<file path="src/hdl/uitf_pkg.sv">
package uitf_pkg;

	localparam int MAX_FIELD = 64;
	localparam int PREC_MAX  = 62;
	localparam int VAL_W     = 64;
	localparam int BCD_W     = 80;
	localparam int CNT_W     = 7;
	localparam int S_DATA_W  = 80;
	localparam int S_USER_W  = 10;
	localparam int M_DATA_W  = 8;

	localparam logic [7:0] CH_ZERO  = 8'h30;
	localparam logic [7:0] CH_SPACE = 8'h20;
	localparam logic [7:0] CH_LOW_A = 8'h61;
	localparam logic [7:0] CH_UP_A  = 8'h41;
	localparam logic [7:0] CH_LOW_X = 8'h78;
	localparam logic [7:0] CH_UP_X  = 8'h58;

	typedef enum logic [2:0] {
		CONV_DEC = 3'd0,
		CONV_OCT = 3'd1,
		CONV_HEXL = 3'd2,
		CONV_HEXU = 3'd3,
		CONV_BIN = 3'd4
	} conv_t;

	typedef enum logic [1:0] {
		SIZE_INT   = 2'd0,
		SIZE_CHAR  = 2'd1,
		SIZE_SHORT = 2'd2,
		SIZE_LONG  = 2'd3
	} size_t_e;

	typedef enum logic [1:0] {
		BASE_DEC,
		BASE_OCT,
		BASE_HEX,
		BASE_BIN
	} base_t;

	typedef enum logic [2:0] {
		ST_IDLE,
		ST_BCD,
		ST_COUNT,
		ST_SETUP,
		ST_EMIT
	} state_t;

	typedef struct packed {
		logic [VAL_W-1:0] value;
		logic             nonzero;
		base_t            base;
		logic             upper;
		logic             alt;
		logic             hasp;
		logic [5:0]       prec;
		logic [CNT_W-1:0] width;
		logic             left;
		logic             fill_zero;
		logic             ptr;
	} job_t;

	typedef struct packed {
		logic push;
		logic full;
	} qctl_t;

	function automatic logic [7:0] digit_char(input logic [3:0] d, input logic upper);
		logic [7:0] c;
		begin
			if (d < 4'd10)
				c = CH_ZERO + {4'd0, d};
			else
				c = (upper ? CH_UP_A : CH_LOW_A) + {4'd0, d} - 8'd10;
			return c;
		end
	endfunction

endpackage

</file>
<file path="src/hdl/unsigned_integer_text_formatter_top.sv">
// Sequence per field: the sequencer pops a queued item, runs a 64-step shift-and-add-3
// binary to BCD pass for decimal only, counts digits, sets up the field, then emits
// one character per cycle while m_tready allows; a two-entry queue lets the next item
// be accepted while the current field is emitted.
// Reset (arst_n, async, active low) empties the queue, idles the sequencer, drops m_tvalid.
module unsigned_integer_text_formatter_top (
	input  logic                             clk,
	input  logic                             arst_n,
	input  logic                             s_tvalid,
	output logic                             s_tready,
	// value[63:0], precision[69:64], field_width[76:70]
	input  logic [uitf_pkg::S_DATA_W-1:0]    s_tdata,
	// size_mode[1:0], conversion[4:2], alternate_form[5], has_precision[6],
	// left_adjust[7], zero_pad[8], pointer_mode[9]
	input  logic [uitf_pkg::S_USER_W-1:0]    s_tuser,
	output logic                             m_tvalid,
	input  logic                             m_tready,
	// out_char[7:0]
	output logic [uitf_pkg::M_DATA_W-1:0]    m_tdata,
	output logic                             m_tlast,
	// empty_res
	output logic                             m_tuser
);
	import uitf_pkg::*;

	qctl_t qctl;
	job_t  wr_job, rd_job;
	logic  q_full, q_empty, pop;

	uitf_front u_front (
		.s_tvalid (s_tvalid),
		.s_tready (s_tready),
		.s_tdata  (s_tdata),
		.s_tuser  (s_tuser),
		.qctl     (qctl),
		.q_full   (q_full),
		.job      (wr_job)
	);

	uitf_fifo u_fifo (
		.clk    (clk),
		.arst_n (arst_n),
		.qctl   (qctl),
		.wr_job (wr_job),
		.full   (q_full),
		.empty  (q_empty),
		.pop    (pop),
		.rd_job (rd_job)
	);

	uitf_back u_back (
		.clk      (clk),
		.arst_n   (arst_n),
		.q_empty  (q_empty),
		.q_job    (rd_job),
		.pop      (pop),
		.m_tvalid (m_tvalid),
		.m_tready (m_tready),
		.m_tdata  (m_tdata),
		.m_tlast  (m_tlast),
		.m_tuser  (m_tuser)
	);

endmodule

</file>
<file path="src/hdl/uitf_front.sv">
module uitf_front (
	input  logic                             s_tvalid,
	output logic                             s_tready,
	input  logic [uitf_pkg::S_DATA_W-1:0]    s_tdata,
	input  logic [uitf_pkg::S_USER_W-1:0]    s_tuser,
	output uitf_pkg::qctl_t                  qctl,
	input  logic                             q_full,
	output uitf_pkg::job_t                   job
);
	import uitf_pkg::*;

	logic [VAL_W-1:0] v;
	logic [5:0]       p;
	logic [6:0]       w;
	logic [2:0]       conv;

	always_comb begin
		conv = s_tuser[4:2];
		unique case (size_t_e'(s_tuser[1:0]))
			SIZE_INT:   v = {32'd0, s_tdata[31:0]};
			SIZE_CHAR:  v = {56'd0, s_tdata[7:0]};
			SIZE_SHORT: v = {48'd0, s_tdata[15:0]};
			default:    v = s_tdata[63:0];
		endcase
		p = s_tuser[6] ? s_tdata[69:64] : 6'd0;
		if (p > 6'(PREC_MAX))
			p = 6'(PREC_MAX);
		w = s_tdata[76:70];
		if (w > 7'(MAX_FIELD))
			w = 7'(MAX_FIELD);

		job.value = v;
		job.nonzero = |v;
		unique case (conv)
			CONV_DEC:  job.base = BASE_DEC;
			CONV_OCT:  job.base = BASE_OCT;
			CONV_HEXL, CONV_HEXU: job.base = BASE_HEX;
			default:   job.base = BASE_BIN;
		endcase
		job.upper = (conv == CONV_HEXU);
		job.alt = s_tuser[5];
		job.hasp = s_tuser[6];
		job.prec = p;
		job.width = w;
		job.left = s_tuser[7];
		job.fill_zero = s_tuser[8] & ~s_tuser[7] & ~s_tuser[6];
		job.ptr = s_tuser[9];

		s_tready = ~q_full;
		qctl.push = s_tvalid & ~q_full;
		qctl.full = q_full;
	end

endmodule

</file>
<file path="src/hdl/uitf_fifo.sv">
module uitf_fifo (
	input  logic            clk,
	input  logic            arst_n,
	input  uitf_pkg::qctl_t qctl,
	input  uitf_pkg::job_t  wr_job,
	output logic            full,
	output logic            empty,
	input  logic            pop,
	output uitf_pkg::job_t  rd_job
);
	import uitf_pkg::*;

	job_t       mem [2];
	logic       wp_q;
	logic       rp_q;
	logic [1:0] cnt_q;
	logic       do_push;
	logic       do_pop;

	assign full = (cnt_q == 2'd2);
	assign empty = (cnt_q == 2'd0);
	assign do_push = qctl.push & ~full;
	assign do_pop = pop & ~empty;
	assign rd_job = mem[rp_q];

	always_ff @(posedge clk) begin
		if (do_push)
			mem[wp_q] <= wr_job;
	end

	always_ff @(posedge clk or negedge arst_n) begin
		if (!arst_n) begin
			wp_q <= 1'b0;
			rp_q <= 1'b0;
			cnt_q <= 2'd0;
		end else begin
			if (do_push)
				wp_q <= ~wp_q;
			if (do_pop)
				rp_q <= ~rp_q;
			cnt_q <= cnt_q + {1'b0, do_push} - {1'b0, do_pop};
		end
	end

	a_no_overflow: assert property (@(posedge clk) disable iff (!arst_n)
		full |=> !(cnt_q == 2'd0 && !$past(do_pop)))
		else $error("queue lost an item");

endmodule

</file>
<file path="src/hdl/uitf_back.sv">
module uitf_back (
	input  logic                          clk,
	input  logic                          arst_n,
	input  logic                          q_empty,
	input  uitf_pkg::job_t                q_job,
	output logic                          pop,
	output logic                          m_tvalid,
	input  logic                          m_tready,
	output logic [uitf_pkg::M_DATA_W-1:0] m_tdata,
	output logic                          m_tlast,
	output logic                          m_tuser
);
	import uitf_pkg::*;

	state_t           state_q, state_d;
	job_t             job_q;
	logic [BCD_W-1:0] bcd_q;
	logic [VAL_W-1:0] sh_q;
	logic [5:0]       cnt_q;
	logic [CNT_W-1:0] d0_q, px_q, body_q, total_q, start_q, pstart_q;
	logic [5:0]       idx_q;
	logic             out_valid_q, out_last_q, out_empty_q;
	logic [7:0]       out_char_q;

	logic [BCD_W-1:0] bcd_adj;
	logic [CNT_W-1:0] d0_scan, nd_c, px_c, body_c, total_c, start_c;
	logic [CNT_W-1:0] i7, k7;
	logic [7:0]       ch;
	logic             slot_free, emit, is_last;

	function automatic logic [3:0] digit_at(input job_t j, input logic [BCD_W-1:0] b,
		input logic [5:0] k);
		logic [BCD_W-1:0] s80;
		logic [VAL_W-1:0] s;
		logic [3:0]       d;
		begin
			s80 = b >> {k, 2'b00};
			d = 4'd0;
			unique case (j.base)
				BASE_DEC: d = s80[3:0];
				BASE_OCT: begin
					s = j.value >> ({2'b00, k} * 8'd3);
					d = {1'b0, s[2:0]};
				end
				BASE_HEX: begin
					s = j.value >> {k, 2'b00};
					d = s[3:0];
				end
				default: begin
					s = j.value >> k;
					d = {3'd0, s[0]};
				end
			endcase
			return d;
		end
	endfunction

	assign slot_free = ~out_valid_q | m_tready;
	assign emit = (state_q == ST_EMIT) & slot_free;
	assign i7 = {1'b0, idx_q};
	assign is_last = (total_q == 7'd0) || (i7 + 7'd1 == total_q);

	always_comb begin
		for (int g = 0; g < BCD_W / 4; g++) begin
			bcd_adj[g*4 +: 4] = (bcd_q[g*4 +: 4] >= 4'd5) ? bcd_q[g*4 +: 4] + 4'd3
				: bcd_q[g*4 +: 4];
		end
	end

	always_comb begin
		d0_scan = 7'd1;
		for (int k = 0; k < VAL_W; k++) begin
			if (digit_at(job_q, bcd_q, 6'(k)) != 4'd0)
				d0_scan = 7'(k + 1);
		end
		if (!job_q.nonzero && job_q.hasp && job_q.prec == 6'd0
			&& (!job_q.alt || job_q.base == BASE_HEX))
			d0_scan = 7'd0;
	end

	always_comb begin
		nd_c = ({1'b0, job_q.prec} > d0_q) ? {1'b0, job_q.prec} : d0_q;
		if (job_q.alt && job_q.base == BASE_HEX && (job_q.nonzero || job_q.ptr))
			px_c = 7'd2;
		else if (job_q.alt && job_q.base == BASE_OCT && job_q.nonzero && nd_c == d0_q)
			px_c = 7'd1;
		else
			px_c = 7'd0;
		body_c = nd_c + px_c;
		total_c = (job_q.width > body_c) ? job_q.width : body_c;
		start_c = job_q.left ? 7'd0 : total_c - body_c;
	end

	always_comb begin
		k7 = start_q + body_q - 7'd1 - i7;
		if (px_q != 7'd0 && i7 == pstart_q)
			ch = CH_ZERO;
		else if (px_q == 7'd2 && i7 == pstart_q + 7'd1)
			ch = job_q.upper ? CH_UP_X : CH_LOW_X;
		else if (i7 >= start_q + px_q && i7 < start_q + body_q)
			ch = (k7 < d0_q) ? digit_char(digit_at(job_q, bcd_q, k7[5:0]), job_q.upper)
				: CH_ZERO;
		else
			ch = job_q.fill_zero ? CH_ZERO : CH_SPACE;
	end

	always_comb begin
		state_d = state_q;
		pop = 1'b0;
		unique case (state_q)
			ST_IDLE: begin
				if (!q_empty) begin
					pop = 1'b1;
					state_d = (q_job.base == BASE_DEC) ? ST_BCD : ST_COUNT;
				end
			end
			ST_BCD: begin
				if (cnt_q == 6'd63)
					state_d = ST_COUNT;
			end
			ST_COUNT: state_d = ST_SETUP;
			ST_SETUP: state_d = ST_EMIT;
			ST_EMIT: begin
				if (slot_free && is_last)
					state_d = ST_IDLE;
			end
			default: state_d = ST_IDLE;
		endcase
	end

	always_ff @(posedge clk or negedge arst_n) begin
		if (!arst_n)
			state_q <= ST_IDLE;
		else
			state_q <= state_d;
	end

	always_ff @(posedge clk) begin
		unique case (state_q)
			ST_IDLE: begin
				job_q <= q_job;
				bcd_q <= '0;
				sh_q <= q_job.value;
				cnt_q <= 6'd0;
			end
			ST_BCD: begin
				bcd_q <= {bcd_adj[BCD_W-2:0], sh_q[VAL_W-1]};
				sh_q <= {sh_q[VAL_W-2:0], 1'b0};
				cnt_q <= cnt_q + 6'd1;
			end
			ST_COUNT: d0_q <= d0_scan;
			ST_SETUP: begin
				px_q <= px_c;
				body_q <= body_c;
				total_q <= total_c;
				start_q <= start_c;
				pstart_q <= job_q.fill_zero ? 7'd0 : start_c;
				idx_q <= 6'd0;
			end
			ST_EMIT: begin
				if (slot_free)
					idx_q <= idx_q + 6'd1;
			end
			default: ;
		endcase
	end

	always_ff @(posedge clk or negedge arst_n) begin
		if (!arst_n)
			out_valid_q <= 1'b0;
		else if (emit)
			out_valid_q <= 1'b1;
		else if (m_tready)
			out_valid_q <= 1'b0;
	end

	always_ff @(posedge clk) begin
		if (emit) begin
			out_char_q <= (total_q == 7'd0) ? 8'd0 : ch;
			out_last_q <= is_last;
			out_empty_q <= (total_q == 7'd0);
		end
	end

	assign m_tvalid = out_valid_q;
	assign m_tdata = out_char_q;
	assign m_tlast = out_last_q;
	assign m_tuser = out_empty_q;

	a_empty_last: assert property (@(posedge clk) disable iff (!arst_n)
		(out_valid_q && out_empty_q) |-> out_last_q)
		else $error("empty item not marked last");

	a_emit_range: assert property (@(posedge clk) disable iff (!arst_n)
		(state_q == ST_EMIT) |-> (total_q == 7'd0 || i7 < total_q))
		else $error("emit index past field");

	a_bcd_dec: assert property (@(posedge clk) disable iff (!arst_n)
		(state_q == ST_BCD) |-> (job_q.base == BASE_DEC))
		else $error("bcd pass on non-decimal item");

	a_body_fits: assert property (@(posedge clk) disable iff (!arst_n)
		(state_q == ST_EMIT) |-> (body_q <= total_q && total_q <= 7'(MAX_FIELD)))
		else $error("field larger than limit");

endmodule
</file>
<file path="config.mk">
export PLATFORM = sky130hd
export DESIGN_NAME = unsigned_integer_text_formatter_top
export DESIGN_NICKNAME = d
export VERILOG_FILES = /design/src/hdl/uitf_pkg.sv /design/src/hdl/unsigned_integer_text_formatter_top.sv /design/src/hdl/uitf_front.sv /design/src/hdl/uitf_fifo.sv /design/src/hdl/uitf_back.sv
export SDC_FILE = /design/constraint.sdc
export NUM_CORES = 1
export LEC_CHECK = 0
export BUFFER_PORTS_ARGS = -buffer_cell sky130_fd_sc_hd__buf_2
export CAP_MARGIN = 30
export CORE_ASPECT_RATIO = 1.75
export CORE_UTILIZATION = 55
export CTS_BUF_LIST = sky130_fd_sc_hd__clkbuf_8
export CTS_CLUSTER_DIAMETER = 200
export DETAILED_ROUTE_END_ITERATION = 12
export GPL_TIMING_DRIVEN = 0
export PLACE_DENSITY = 0.72
export SLEW_MARGIN = 20
export SYNTH_ARGS = -nofsm -noshare
export SYNTH_HDL_FRONTEND = slang
export SYNTH_SLANG_ARGS = --single-unit
</file>
<file path="constraint.sdc">
create_clock -name clk -period 15.59 [get_ports clk]
set_clock_uncertainty 0.05 [all_clocks]
set_input_delay 2.3385 -clock clk [delete_from_list [all_inputs] [get_ports clk]]
set_output_delay 2.3385 -clock clk [all_outputs]
set_load 0.05 [all_outputs]
</file>
==> flow_metrics.tcl, run 1 <==
set metrics [dict create \
    drtAntennaViolNets 0 \
    port_buffers 101 \
    status "complete, no violations" \
    worstMarginPinSlew_ns 0.9342 \
    drive_gt1_frac 0.2177 \
    r2r_start "u_back.job_q[15]" \
    clk_pin_slew_ns 0.07 \
    max_stage_delay_ns 0.52 \
    fin_nets 2405 \
    ys_types 73 \
    use_met3 0.05662 \
    hold_start "u_fifo.cnt_q[1]" \
    clock-root-buffer "clkbuf_8" \
    cts_tree "built" \
    synth_seq_cells 468 \
    dp_hpwl_um 53310 \
    vias 17920 \
    seq_area_um2 14010 \
    setup_ws_ns 8.726 \
    grt_use_met1 0.3305 \
    initial_core_util 0.5580 \
    synth_enable_flop_cells 460 \
    ys_seq_area_frac 0.5468 \
    startpoint "u_back.job_q[15]" \
    post-route-period-util 0.4403 \
    drc 0 \
    grt_util_met2 0.5411 \
    layout_common_cells "edfxtp_1, nor2_1, mux2_2" \
    die_w_um 165.2 \
    syn_area_um2 25630 \
    clock_latency_ns 0.66 \
    hold_viol_final 0 \
    grt_pass1_vias 18170 \
    place_ws_ns 8.795 \
    syn_area_per_cell_um2 12.71 \
    grt.busiest_layer "met2" \
    clockBufferDepth 3 \
    critPathMaxFanout 10 \
    place_congestion 1.040 \
    first_pass_iters 5 \
    multi_input_area_um2 10840 \
    crit_top_cell "a21oi_1" \
    vias_per_cell 6.299 \
    drv_cap 0 \
    cp_top_family "compound AO/OA/AOI/OAI gates" \
    slew_violations 0 \
    critPathCaptureType "flip-flop" \
    min_period_ns 6.864 \
    syn_to_final_growth_pct 11.33 \
    wl_per_cell_um 25.11 \
    coreArea_um2 45930 \
    critPathSlowestCell "edfxtp_1" \
    whs_ns 0.4711 \
    fill_cells 3552 \
    antenna_found_initial 2 \
    post_cts_buffers 0 \
    netlist_instances 2017 \
    rows 104 \
    cts_hold_buf 0 \
    grt_pass1_wl_um 106000 \
    required_ns 15.91 \
    finalSetupViolCount 0 \
    io_pins 106 \
    htree_levels 3 \
    synth_nets 2214 \
    slew_headroom 0.3706 \
    die_y_um 287.6 \
    dieArea_um2 47500 \
    wl_um 71430 \
    synth_warnings 0 \
    crit_type "reg2reg" \
    first_iter_violations 1231 \
    tns_ns 0 \
    synthFlopType "edfxtp_1" \
    grt_usage 0.3071 \
    start_kind "flip-flop" \
    min_path_type "reg2reg" \
    cts_buffers 68 \
    cts_resized 0 \
    rsz0062_at_grt "no" \
    grt_max_degree 53 \
    grt_overflow 0 \
    layout_commonest_cell "edfxtp_1" \
    cts.sinks 468 \
    fmax_mhz 145.7 \
    cp.arrival_ns 7.18 \
    crit_buf_inv 4 \
    synthArstFlopShare 0.01709 \
]
through the flow:
step	utilization	cell area, um^2	std cells
floorplan	-	25630	2017
global placement	0.5849	26860	2701
detailed placement	0.5926	27220	2720
CTS	0.6208	28520	2842
global route	0.6211	28530	2844
finish	0.6212	28530	2845
final timing paths:
kind                       slack, ns  depth (start not counted)                  to
setup / recovery                8.73                         30  u_back.pstart_q[6]
hold / removal                  0.47                          1     u_fifo.cnt_q[1]
setup reg to reg                8.73                         30  u_back.pstart_q[6]
hold reg to reg                 0.47                          1     u_fifo.cnt_q[1]
max in group asynchronous      13.70                          1   u_back.state_q[1]
min in group asynchronous       1.54                          1   u_back.state_q[2]
cell families after synthesis:
| family | share of synthesized area |
|---|---|
| other | 0.0001463 |
| buffers and inverters | 0.03124 |
| flip-flops | 0.5468 |
| XOR/XNOR | 0.03398 |
| multiplexers | 0.1493 |
| AO/OA/AOI/OAI | 0.06703 |
| AND/OR/NAND/NOR | 0.1198 |
| adder cells (fa/ha/maj) | 0.05175 |
synth_stat cells (all sizes together), types with 33 or more instances:
cell type,number,share of area
inv,110,0.016
xor2,44,0.015
buf,34,0.0078
nand2b,33,0.0081
mux2,156,0.069
a21oi,126,0.025
nor2,175,0.026
nor3,70,0.014
and2,37,0.0090
nand2,97,0.014
o21ai,64,0.012
nor4,44,0.011
ha,98,0.048
and3,45,0.011
xnor2,52,0.018
clkbuf,50,0.0073
mux4,84,0.074
edfxtp,460,0.54
state kept, by name (all words and copies together) (netlist names):
register / flops
u_back.m_tuser: 1
u_fifo.cnt_q: 2
u_back.body_q: 7
u_back.m_tvalid: 1
u_fifo.mem: 172
u_fifo.rp_q: 1
u_back.pstart_q: 7
u_back.sh_q: 64
u_back.total_q: 7
u_back.cnt_q: 6
u_back.d0_q: 7
u_back.bcd_q: 80
u_back.job_q: 86
u_fifo.wp_q: 1
u_back.idx_q: 6
u_back.m_tlast: 1
u_back.start_q: 7
u_back.px_q: 2
u_back.state_q: 3
u_back.m_tdata: 7
area by class of cell:
| type | instances | area share |
|---|---|---|
| clock inverters | 53 | 0.01210 |
| clock buffers | 69 | 0.03328 |
| multi-input cells | 1355 | 0.3799 |
| flip-flops and latches | 468 | 0.4911 |
| repair buffers | 121 | 0.02973 |
| plain buffers | 84 | 0.01359 |
| well taps | 583 | 0.02557 |
| inverters | 110 | 0.01447 |
| diodes | 2 | 0.0001754 |
per-layer routing:
metal	vias to the layer above	wire length (um)
met4	0	4961
li1	7997	-
met3	279	4932
met2	839	37340
met5	-	0
met1	8806	24190
Power of run 1 is not shown: default switching activity piles up to over one toggle a cycle in this logic, so the estimate is an artifact.
==> inputs of run 2 (changes only) <==
--- a/config.mk
+++ b/config.mk
@@ -13,7 +13,7 @@
 export CTS_CLUSTER_DIAMETER = 200
 export DETAILED_ROUTE_END_ITERATION = 12
 export GPL_TIMING_DRIVEN = 0
-export PLACE_DENSITY = 0.72
+export PLACE_DENSITY = 0.75
 export SLEW_MARGIN = 20
 export SYNTH_ARGS = -nofsm -noshare
 export SYNTH_HDL_FRONTEND = slang
==> constraint.sdc (replaced) <==
create_clock -name clk -period 6.26 [get_ports clk]
set_clock_uncertainty 0.05 [all_clocks]
set_input_delay 0.939 -clock clk [delete_from_list [all_inputs] [get_ports clk]]
set_output_delay 0.939 -clock clk [all_outputs]
set_load 0.05 [all_outputs]
==> flow_metrics.tcl, run 2 (synthesis results as in run 1) <==
set metrics [dict create \
    max_stage_delay_ns 0.50 \
    first_pass_iters 5 \
    largest_reg_flops 172 \
    cts_tree "built" \
    drc 0 \
    drive_gt1_frac 0.2230 \
    layout_commonest_cell "edfxtp_1" \
    io_pins 106 \
    status "complete, no violations" \
    stdcell_area_um2 28560 \
    clockBufferDepth 3 \
    coreArea_um2 45930 \
    regMostFlops "u_fifo.mem" \
    wl_per_cell_um 25.22 \
    grt_usage 0.3113 \
    slew_headroom 0.3931 \
    critPathMaxFanout 10 \
    clk_pin_slew_ns 0.07 \
    setup_ws_ns 0.3444 \
    regToRegSetupSlack_ns 0.34 \
    drv_cap 0 \
    post-route-period-util 0.9450 \
    slew_violations 0 \
    clock-root-buffer "clkbuf_8" \
    initial_core_util 0.5580 \
    fin_nets 2411 \
    min_period_ns 5.916 \
    die_w_um 165.2 \
    dpl-instance-area_um2 27240 \
    tns_ns 0 \
    finalSetupViolCount 0 \
    r2r_start "u_back.job_q[15]" \
    syn_to_final_growth_pct 11.44 \
    grt_pass1_vias 18130 \
    critPathCaptureType "flip-flop" \
    drtAntennaViolNets 0 \
    critPathSlowestCell "edfxtp_1" \
    grt_max_degree 52 \
    crit_type "reg2reg" \
    hold_viol_final 0 \
    layout_common_cells "edfxtp_1, nor2_1, mux2_2" \
    rows 104 \
    die_y_um 287.6 \
    wl_um 71710 \
    dieArea_um2 47500 \
    crit_top_cell "ha_1" \
    reg_top3 "u_fifo.mem x172, u_back.job_q x86, u_back.bcd_q x80" \
    grt_pass1_wl_um 107300 \
    worstMarginPinSlew_ns 0.9035 \
    worstReg2RegEnd "u_back.start_q[6]" \
    required_ns 6.58 \
    antenna_found_initial 2 \
    cp.arrival_ns 6.23 \
    vias 17710 \
    cts_buffers 69 \
    start_kind "flip-flop" \
    min_path_type "in2async" \
    fmax_mhz 169.0 \
    place_congestion 0.9766 \
    place_ws_ns -0.5080 \
    clock_latency_ns 0.66 \
    htree_levels 3 \
    port_buffers 101 \
    dp_hpwl_um 53770 \
    fill_cells 3489 \
    reg2reg_depth 29 \
    vias_per_cell 6.226 \
    cts.sinks 468 \
    first_iter_violations 1239 \
    grt_overflow 0 \
]
[run 2: changes by cell type in the layout (fill, tap and decap cells not counted), sizes merged]
cell | before | now
bufinv | 3 | 1
clkbuf | 119 | 117
clkinvlp | 6 | 3
diode | 2 | 1
buf | 155 | 162
clkinv | 22 | 25
inv | 132 | 129
[run 2: per-stage QoR]
step | std cells | utilization | hold slack, ns
final | 2844 | 0.6218 | 0.1434
after global placement | 2701 | 0.5850 | 0.4264
after detailed placement | 2719 | 0.5931 | 0.4677
after floorplan | 2017 | - | 0.4108
after global routing | 2844 | 0.6218 | 0.1305
after CTS | 2836 | 0.6197 | 0.1040
[run 2: area by class of cell]
| cell class | count | area [um^2] | share of cell area |
|---|---|---|---|
| Sequential cell | 468 | 14010 | 0.4906 |
| Multi-Input combinational cell | 1355 | 10890 | 0.3812 |
| Clock buffer | 69 | 949.7 | 0.03325 |
| Timing Repair Buffer | 127 | 912.1 | 0.03193 |
| Tap cell | 583 | 729.5 | 0.02554 |
| Inverter | 110 | 412.9 | 0.01446 |
| Buffer | 83 | 391.6 | 0.01371 |
| Clock inverter | 48 | 261.5 | 0.009155 |
| Antenna cell | 1 | 2.502 | 0.00008761 |
[run 2: what timing repair did]
| item | in CTS | in global routing |
|---|---|---|
| hold buffers | 0 | 0 |
| gates resized for setup | 3 | 14 |
| buffers inserted | 1 | 7 |
| setup endpoints to repair | 6 | 6 |
| pin swaps | 0 | 4 |
[run 2: worst max path at each step]
stage / from / endpoint / slack (ns) / cells after the start
floorplan: u_back.state_q[2] / u_back.sh_q[24] / 0.21 / 6
global placement: u_back.state_q[2] / u_back.bcd_q[47] / -3.49 / 7
detailed placement: u_back.job_q[15] / u_back.start_q[6] / -0.51 / 30
CTS: u_back.d0_q[1] / u_back.start_q[6] / 0.04 / 31
global route: u_back.job_q[15] / u_back.start_q[6] / -0.04 / 31
finish: u_back.job_q[15] / u_back.start_q[6] / 0.34 / 29
[run 2: critical path: cells and delay by family, from the launching register on]
family                     cells  cell delay [ns]
buffers and inverters          5             0.57
and+or+nand+nor                4             0.37
DFF                            1             0.50
AOI/OAI and AO/OA             10             1.56
muxes                          2             0.57
xor gates and xnor gates       2             0.39
adders and majority gates      6             1.64
[run 2: metal layers]
metal / GRT usage / wire length (um) / vias to the layer above / part of all wire
li1: - / - / 8009 / -
met1: 0.3428 / 25700 / 8781 / 0.36
met2: 0.5492 / 37250 / 663 / 0.52
met3: 0.04927 / 3770 / 251 / 0.053
met4: 0.2005 / 4974 / 2 / 0.069
met5: 0 / 13 / - / 0.00018
Power of run 2 is left out for the same reason.
